### config.mk
export PLATFORM = sky130hd
export DESIGN_NAME = tcdr_alu
export DESIGN_NICKNAME = d
export VERILOG_FILES = /design/src/hdl/tcdr_pkg.sv /design/src/hdl/tcdr_alu.sv
export SDC_FILE = /design/constraint.sdc
export NUM_CORES = 2
export LEC_CHECK = 0
export BUFFER_PORTS_ARGS = -buffer_cell sky130_fd_sc_hd__buf_4
export CORE_AREA = 2 2 315 317
export CTS_BUF_LIST = sky130_fd_sc_hd__clkbuf_8
export DETAILED_ROUTE_END_ITERATION = 16
export DIE_AREA = 0 0 317 319
export PLACE_DENSITY_LB_ADDON = 0.1
export SETUP_SLACK_MARGIN = 0.3
export SYNTH_ARGS = -nofsm -noshare
export SYNTH_HDL_FRONTEND = slang
export SYNTH_SLANG_ARGS = --single-unit
### constraint.sdc
create_clock -name clock -period 8.73 [get_ports clock]
set_input_delay 0.873 -clock clock [delete_from_list [all_inputs] [get_ports clock]]
set_output_delay 0.873 -clock clock [all_outputs]
set_load 0.005 [all_outputs]
### src/hdl/tcdr_pkg.sv
// shared types, constants and helper functions for the triangle clip depth range block
package tcdr_pkg;

   // sizing
   localparam int POLY_DEPTH_DEF = 10;
   localparam int MIN_VERTS      = 3;
   localparam int CFG_REGS       = 8;
   localparam int CFG_DATA_W     = 64;
   localparam int CFG_ADDR_W     = 6;
   localparam int CFG_IDX_LSB    = 3;

   // arithmetic widths
   localparam int MUL_W      = 33;
   localparam int PROD_W     = 2 * MUL_W;
   localparam int FRAC_BITS  = 16;
   localparam int ACC_W      = PROD_W - FRAC_BITS;
   localparam int T_SHIFT    = 29;
   localparam int T_W        = T_SHIFT + 1;
   localparam int T_BITS     = T_SHIFT;
   localparam int PROJ_BITS  = 48;
   localparam int DIV_LEN_W  = 6;
   localparam int DIV_LOW_W  = 48;
   localparam int DIV_DVS_W  = 32;

   // coordinate and row codes
   localparam logic [1:0] AX_X  = 2'd0;
   localparam logic [1:0] AX_Y  = 2'd1;
   localparam logic [1:0] AX_Z  = 2'd2;
   localparam logic [1:0] ROW_W = 2'd3;
   localparam logic [1:0] COL_T = 2'd3;

   // clip pass codes
   localparam logic [2:0] PASS_NEAR = 3'd0;
   localparam logic [2:0] PASS_ZFAR = 3'd1;
   localparam logic [2:0] PASS_XHI  = 3'd2;
   localparam logic [2:0] PASS_XLO  = 3'd3;
   localparam logic [2:0] PASS_YHI  = 3'd4;
   localparam logic [2:0] PASS_YLO  = 3'd5;

   typedef logic signed [31:0] coord_type;
   typedef coord_type [2:0] vtx_type;
   typedef logic [CFG_REGS-1:0][CFG_DATA_W-1:0] cfg_type;

   localparam coord_type FX_ONE     = 32'sh0001_0000;
   localparam coord_type FX_NEG_ONE = -32'sh0001_0000;
   localparam coord_type COORD_MAX  = 32'sh7FFF_FFFF;
   localparam coord_type COORD_MIN  = 32'sh8000_0000;
   localparam logic signed [63:0] SAT_HI = 64'sh0000_0000_7FFF_FFFF;
   localparam logic signed [63:0] SAT_LO = 64'shFFFF_FFFF_8000_0000;

   // identity matrix
   localparam cfg_type CFG_RESET = {
      64'h0001_0000_0000_0000, 64'h0, 64'h0000_0000_0001_0000, 64'h0,
      64'h0, 64'h0001_0000_0000_0000, 64'h0, 64'h0000_0000_0001_0000};

   typedef struct packed {
      coord_type a_x;
      coord_type a_y;
      coord_type a_z;
      coord_type b_x;
      coord_type b_y;
      coord_type b_z;
      coord_type c_x;
      coord_type c_y;
      coord_type c_z;
      coord_type near_depth;
   } req_type;

   typedef struct packed {
      logic      hit;
      coord_type min_depth;
      coord_type max_depth;
   } rsp_type;

   // sequencer to shared unit
   typedef struct packed {
      logic signed [MUL_W-1:0] mul_a;
      logic signed [MUL_W-1:0] mul_b;
      logic                    div_go;
      logic [DIV_DVS_W-1:0]    div_rem0;
      logic [DIV_LOW_W-1:0]    div_low;
      logic [DIV_LEN_W-1:0]    div_len;
      logic [DIV_DVS_W-1:0]    div_dvs;
   } alu_req_type;

   // shared unit to sequencer
   typedef struct packed {
      logic signed [PROD_W-1:0] mul_p;
      logic [DIV_LOW_W-1:0]     div_q;
      logic                     div_done;
   } alu_rsp_type;

   function automatic coord_type sat32(input logic signed [63:0] v);
      if (v > SAT_HI) return COORD_MAX;
      if (v < SAT_LO) return COORD_MIN;
      return v[31:0];
   endfunction

   function automatic coord_type mat_elem(input cfg_type cfg, input logic [1:0] r,
                                          input logic [1:0] c);
      logic [CFG_DATA_W-1:0] word;
      word = cfg[{r, c[1]}];
      return c[0] ? word[63:32] : word[31:0];
   endfunction

   function automatic logic in_plane(input coord_type c, input coord_type v,
                                     input logic nearp);
      if (nearp || v > 0) return c <= v;
      return c >= v;
   endfunction

   function automatic logic [1:0] plane_axis(input logic [2:0] pass);
      unique case (pass) inside
         PASS_NEAR, PASS_ZFAR: return AX_Z;
         PASS_XHI, PASS_XLO:   return AX_X;
         default:              return AX_Y;
      endcase
   endfunction

   function automatic coord_type plane_val(input logic [2:0] pass, input coord_type near);
      unique case (pass) inside
         PASS_NEAR:                    return near;
         PASS_ZFAR, PASS_XHI, PASS_YHI: return FX_ONE;
         default:                      return FX_NEG_ONE;
      endcase
   endfunction

endpackage

### src/hdl/tcdr_alu.sv
// shared arithmetic unit: registered 33x33 multiplier and bit-serial divider
module tcdr_alu import tcdr_pkg::*; (
   input  logic        clock,
   input  logic        reset,
   input  alu_req_type req,
   output alu_rsp_type rsp
);

   logic signed [PROD_W-1:0] mul_p_ff;
   logic                     busy_ff, busy_in;
   logic                     done_ff, done_in;
   logic [DIV_LEN_W-1:0]     bit_ff, bit_in;
   logic [DIV_DVS_W-1:0]     rem_ff, rem_in;
   logic [DIV_LOW_W-1:0]     q_ff, q_in;
   logic [DIV_DVS_W-1:0]     dvs_ff, dvs_in;
   logic [DIV_LOW_W-1:0]     low_ff, low_in;
   logic [DIV_DVS_W:0]       trial;
   logic                     ge;

   // one restoring step per cycle
   always_comb begin
      trial   = {rem_ff, low_ff[bit_ff]};
      ge      = trial >= {1'b0, dvs_ff};
      busy_in = busy_ff;
      done_in = 1'b0;
      bit_in  = bit_ff;
      rem_in  = rem_ff;
      q_in    = q_ff;
      dvs_in  = dvs_ff;
      low_in  = low_ff;
      if (req.div_go) begin
         busy_in = 1'b1;
         bit_in  = req.div_len - DIV_LEN_W'(1);
         rem_in  = req.div_rem0;
         q_in    = '0;
         dvs_in  = req.div_dvs;
         low_in  = req.div_low;
      end else if (busy_ff) begin
         rem_in = ge ? DIV_DVS_W'(trial - {1'b0, dvs_ff}) : trial[DIV_DVS_W-1:0];
         q_in   = {q_ff[DIV_LOW_W-2:0], ge};
         bit_in = bit_ff - DIV_LEN_W'(1);
         if (bit_ff == '0) begin
            busy_in = 1'b0;
            done_in = 1'b1;
         end
      end
   end

   // divider control
   always_ff @(posedge clock) begin
      if (reset) begin
         busy_ff <= 1'b0;
         done_ff <= 1'b0;
      end else begin
         busy_ff <= busy_in;
         done_ff <= done_in;
      end
   end

   // datapath registers
   always_ff @(posedge clock) begin
      mul_p_ff <= $signed(req.mul_a) * $signed(req.mul_b);
      bit_ff   <= bit_in;
      rem_ff   <= rem_in;
      q_ff     <= q_in;
      dvs_ff   <= dvs_in;
      low_ff   <= low_in;
   end

   assign rsp.mul_p    = mul_p_ff;
   assign rsp.div_q    = q_ff;
   assign rsp.div_done = done_ff;

endmodule

==> results.md <==
- Status: finished, violations left
- Failing checks: design-rule violations
- GR peak layer: met2
- Fraction of registers with async set/reset: 0
- Final worst path period share: 0.920
- # setup viols final: 0
- Layout area overhead: 9.40%
- CP bufs+invs: 6
- Hold crit path type: input pin to register
- Starting Density: 0.497
- Longest Clk Path Bufs: 3
- RD Place Congestion: around 0.91
- Clk_skew: ~0.032 ns
- Clk slew on worst S/H paths: approximately 0.070 ns
- Critical Path RT: ~9 ns
- Largest net degree at the start of global routing: about 110
- Reg2reg end: rem_ff[30]
- CP dominant cell by count: fa_1
- Root buffer cell: clkbuf_8
- Critical path launch point type: input pin
- Worst r2r src: bit_ff[0]
- Sink of the worst hold path: busy_ff
- Slowest stage delay, CP: 0.70 ns
- Most used flip-flop cell after synthesis: edfxtp_1
- Site Rows: roughly 120
- Synth area leaders: fa_1 47%, inv_1 9.0%, edfxtp_1 7.3%, and2_1 7.1%, ha_1 6.4%
- Initial antenna violation count: 10
- Post-Layout Cell Count: between 6000 and 7000
- Routed via count: ~34000
- Ports: 302
- ANT nets after route: 0
- Final-stage net count: around 6800
- Top cell type's share of synthesized area: 0.473
- Grt ovf: 0
- TritonCTS clock tree: yes
- Nature of the critical path endpoint: register
- EDFF count, synth: 118
- Met1 Use GR: 0.326
- FF+latch count, synth: 234
- GRT Overall Usage: 0.277
- Synth Warn #: 0
- Post-Syn Instances: 4986
- Met3 usage in global routing: 0.0316
- Count of final max-slew check failures: 0
- Most common cell in the synthesized netlist: inv_1
- CP max stage cell: fa_1
- Layout cells sized above 1: 0.0945
- DRT iter0 DRCs: between 1500 and 2000
- Post-CTS setup buffer count: 0
- Area occupied by multi-input gates: around 37000 um2
- Port Buffers: 301
- Inst Count DP: 6425
- H-tree depth: 2
- Max-cap check violation count: 0
- Arr. time, crit path: between 8 and 9 ns
- Max frequency: approximately 120 MHz
- Vias in the first global route: 37353
- Die X: approximately 320 um
- Die Area: ~100000 um2
- Worst path top cell family by delay: adder cells
- Post-DP HPWL: between 100 and 150 mm
- Drt drc: 2
- Setup TNS: 0 ns
- Seq. cell area: 5870 um2
- Drt pass-1 iters: 14
- Die height: ~320 um
- Synth Area per Inst: a little under 10 um2
- Clock tree sinks: 234
- Minimum clock period: around 8 ns
- Mapped Area: slightly below 50000 um2
- Skew-Pair Late Insertion Delay: between 0.6 and 0.7 ns
- Fill cells: 8963
- CTS Buf Count: 43
- Reg2reg setup slack: roughly 2.1 ns
- Setup CP Type: input pin to register
- Total core area: around 98000 um2
- WL final: ~130 mm
- Reg2reg path depth: 16
- GR Util met2: 0.493
- HP Start: reset
- Slew @ Worst Pin: ~0.91 ns
- Crit Path Max Fanout: 33
- WL/cell: around 20 um
- Relative slew slack: 0.394
- Hold Vio Cnt, Final: 0
- RSZ-0062 raised after global routing: false
- CP Launch Point: req[125]
- Dominant cell type by area after synthesis: fa_1
- Post-synth cell types: between 70 and 80
- Register area share after synthesis: 0.121
- Most common library cells after synthesis: 1164 x inv_1, 1146 x fa_1, 597 x nand2_1
- Worst Hold Path Cells: 2
- Syn nets: ~6600
- First-pass GRT wire length: 212 mm
- Via density: 5.25
==> kinds of logic (layout without fill, tap and decap cells) <==
logic type / Yosys count / in the layout / synth area share
and+or+nand+nor: 1419 / 1419 / 0.146
buffers and inverters: 1412 / 1643 / 0.110
adders and majority gates: 1396 / 1396 / 0.537
AOI/OAI and AO/OA: 346 / 346 / 0.0476
DFF: 234 / 234 / 0.121
xor gates and xnor gates: 103 / 103 / 0.0186
muxes: 76 / 76 / 0.0199
other: 0 / 7 / 0
==> stage by stage <==
stage / hold WS [ns] / area, um2 / utilization / setup slack, ns
after detailed placement: 0.501 / 52200 / 0.535 / 0.106
after global placement: 0.501 / 52200 / 0.535 / 0.181
final: 0.370 / 53100 / 0.543 / 0.700
after global routing: 0.316 / 53100 / 0.543 / 0.427
after floorplan: 0.485 / 48500 / - / 0.479
after CTS: 0.305 / 53100 / 0.543 / 0.748
==> worst max path at each step <==
stage                   endpoint  slack (ns)  cells past startpoint
detailed placement  mul_p_ff[65]        0.11                     24
finish              mul_p_ff[64]        0.70                     25
CTS                 mul_p_ff[65]        0.75                     24
floorplan           mul_p_ff[64]        0.48                     26
global route        mul_p_ff[64]        0.43                     26
global placement    mul_p_ff[65]        0.18                     24
==> worst reg2reg max path, stage by stage, from the launching register on <==
cell,delay [ns]
edfxtp_1,0.94
mux4_2,0.65
mux4_2,0.49
nand2_1,0.08
a21oi_1,0.06
a31oi_1,0.48
ha_1,0.35
nor2b_4,0.06
o31a_1,0.30
o31ai_2,0.51
a211oi_2,0.20
o41ai_4,0.49
o31a_4,0.22
o211a_1,0.31
buf_4,0.51
nor2_1,0.32
a221o_1,0.42
==> sequential cells by signal (all words and copies together) (netlist names) <==
| register | flops |
|---|---|
| done_ff | 1 |
| dvs_ff | 32 |
| mul_p_ff | 66 |
| q_ff | 48 |
| rem_ff | 32 |
| low_ff | 48 |
| busy_ff | 1 |
| bit_ff | 6 |
==> layer usage <==
layer / wire length (um) / vias up
met4: 8480 / 8
met5: 56 / -
li1: - / 15166
met3: 5510 / 308
met2: 70100 / 911
met1: 48900 / 17797
==> layout by cell type, fill, tap and decap left out, drive strengths merged, types with 24 or more instances in the layout <==
cell / Yosys / final
o21ai: 68 / 68
inv: 1164 / 1184
mux2i: 55 / 55
a21o: 41 / 41
nor2: 123 / 123
and2: 553 / 553
nand2: 597 / 597
fa: 1146 / 1146
buf: 16 / 399
dfxtp: 116 / 116
edfxtp: 118 / 118
nor3: 24 / 24
xor2: 33 / 33
a21oi: 96 / 96
clkbuf: 231 / 48
xnor2: 70 / 70
ha: 250 / 250
==> final cells by class <==
cell class	instances	share of cell area
multi-input combinational	3340	0.703
sequential	234	0.110
inverter	1165	0.0824
timing repair buffer	399	0.0572
tap	1287	0.0303
clock buffer	48	0.0124
clock inverter	31	0.00351
antenna	7	0.000330
==> repair_timing <==
action	CTS	global route
resized for setup	0	1
hold buffers	0	0
endpoints found under the setup margin	0	1
Power is not shown: default switching activity piles up to over one toggle a cycle in this logic, so the estimate is an artifact.
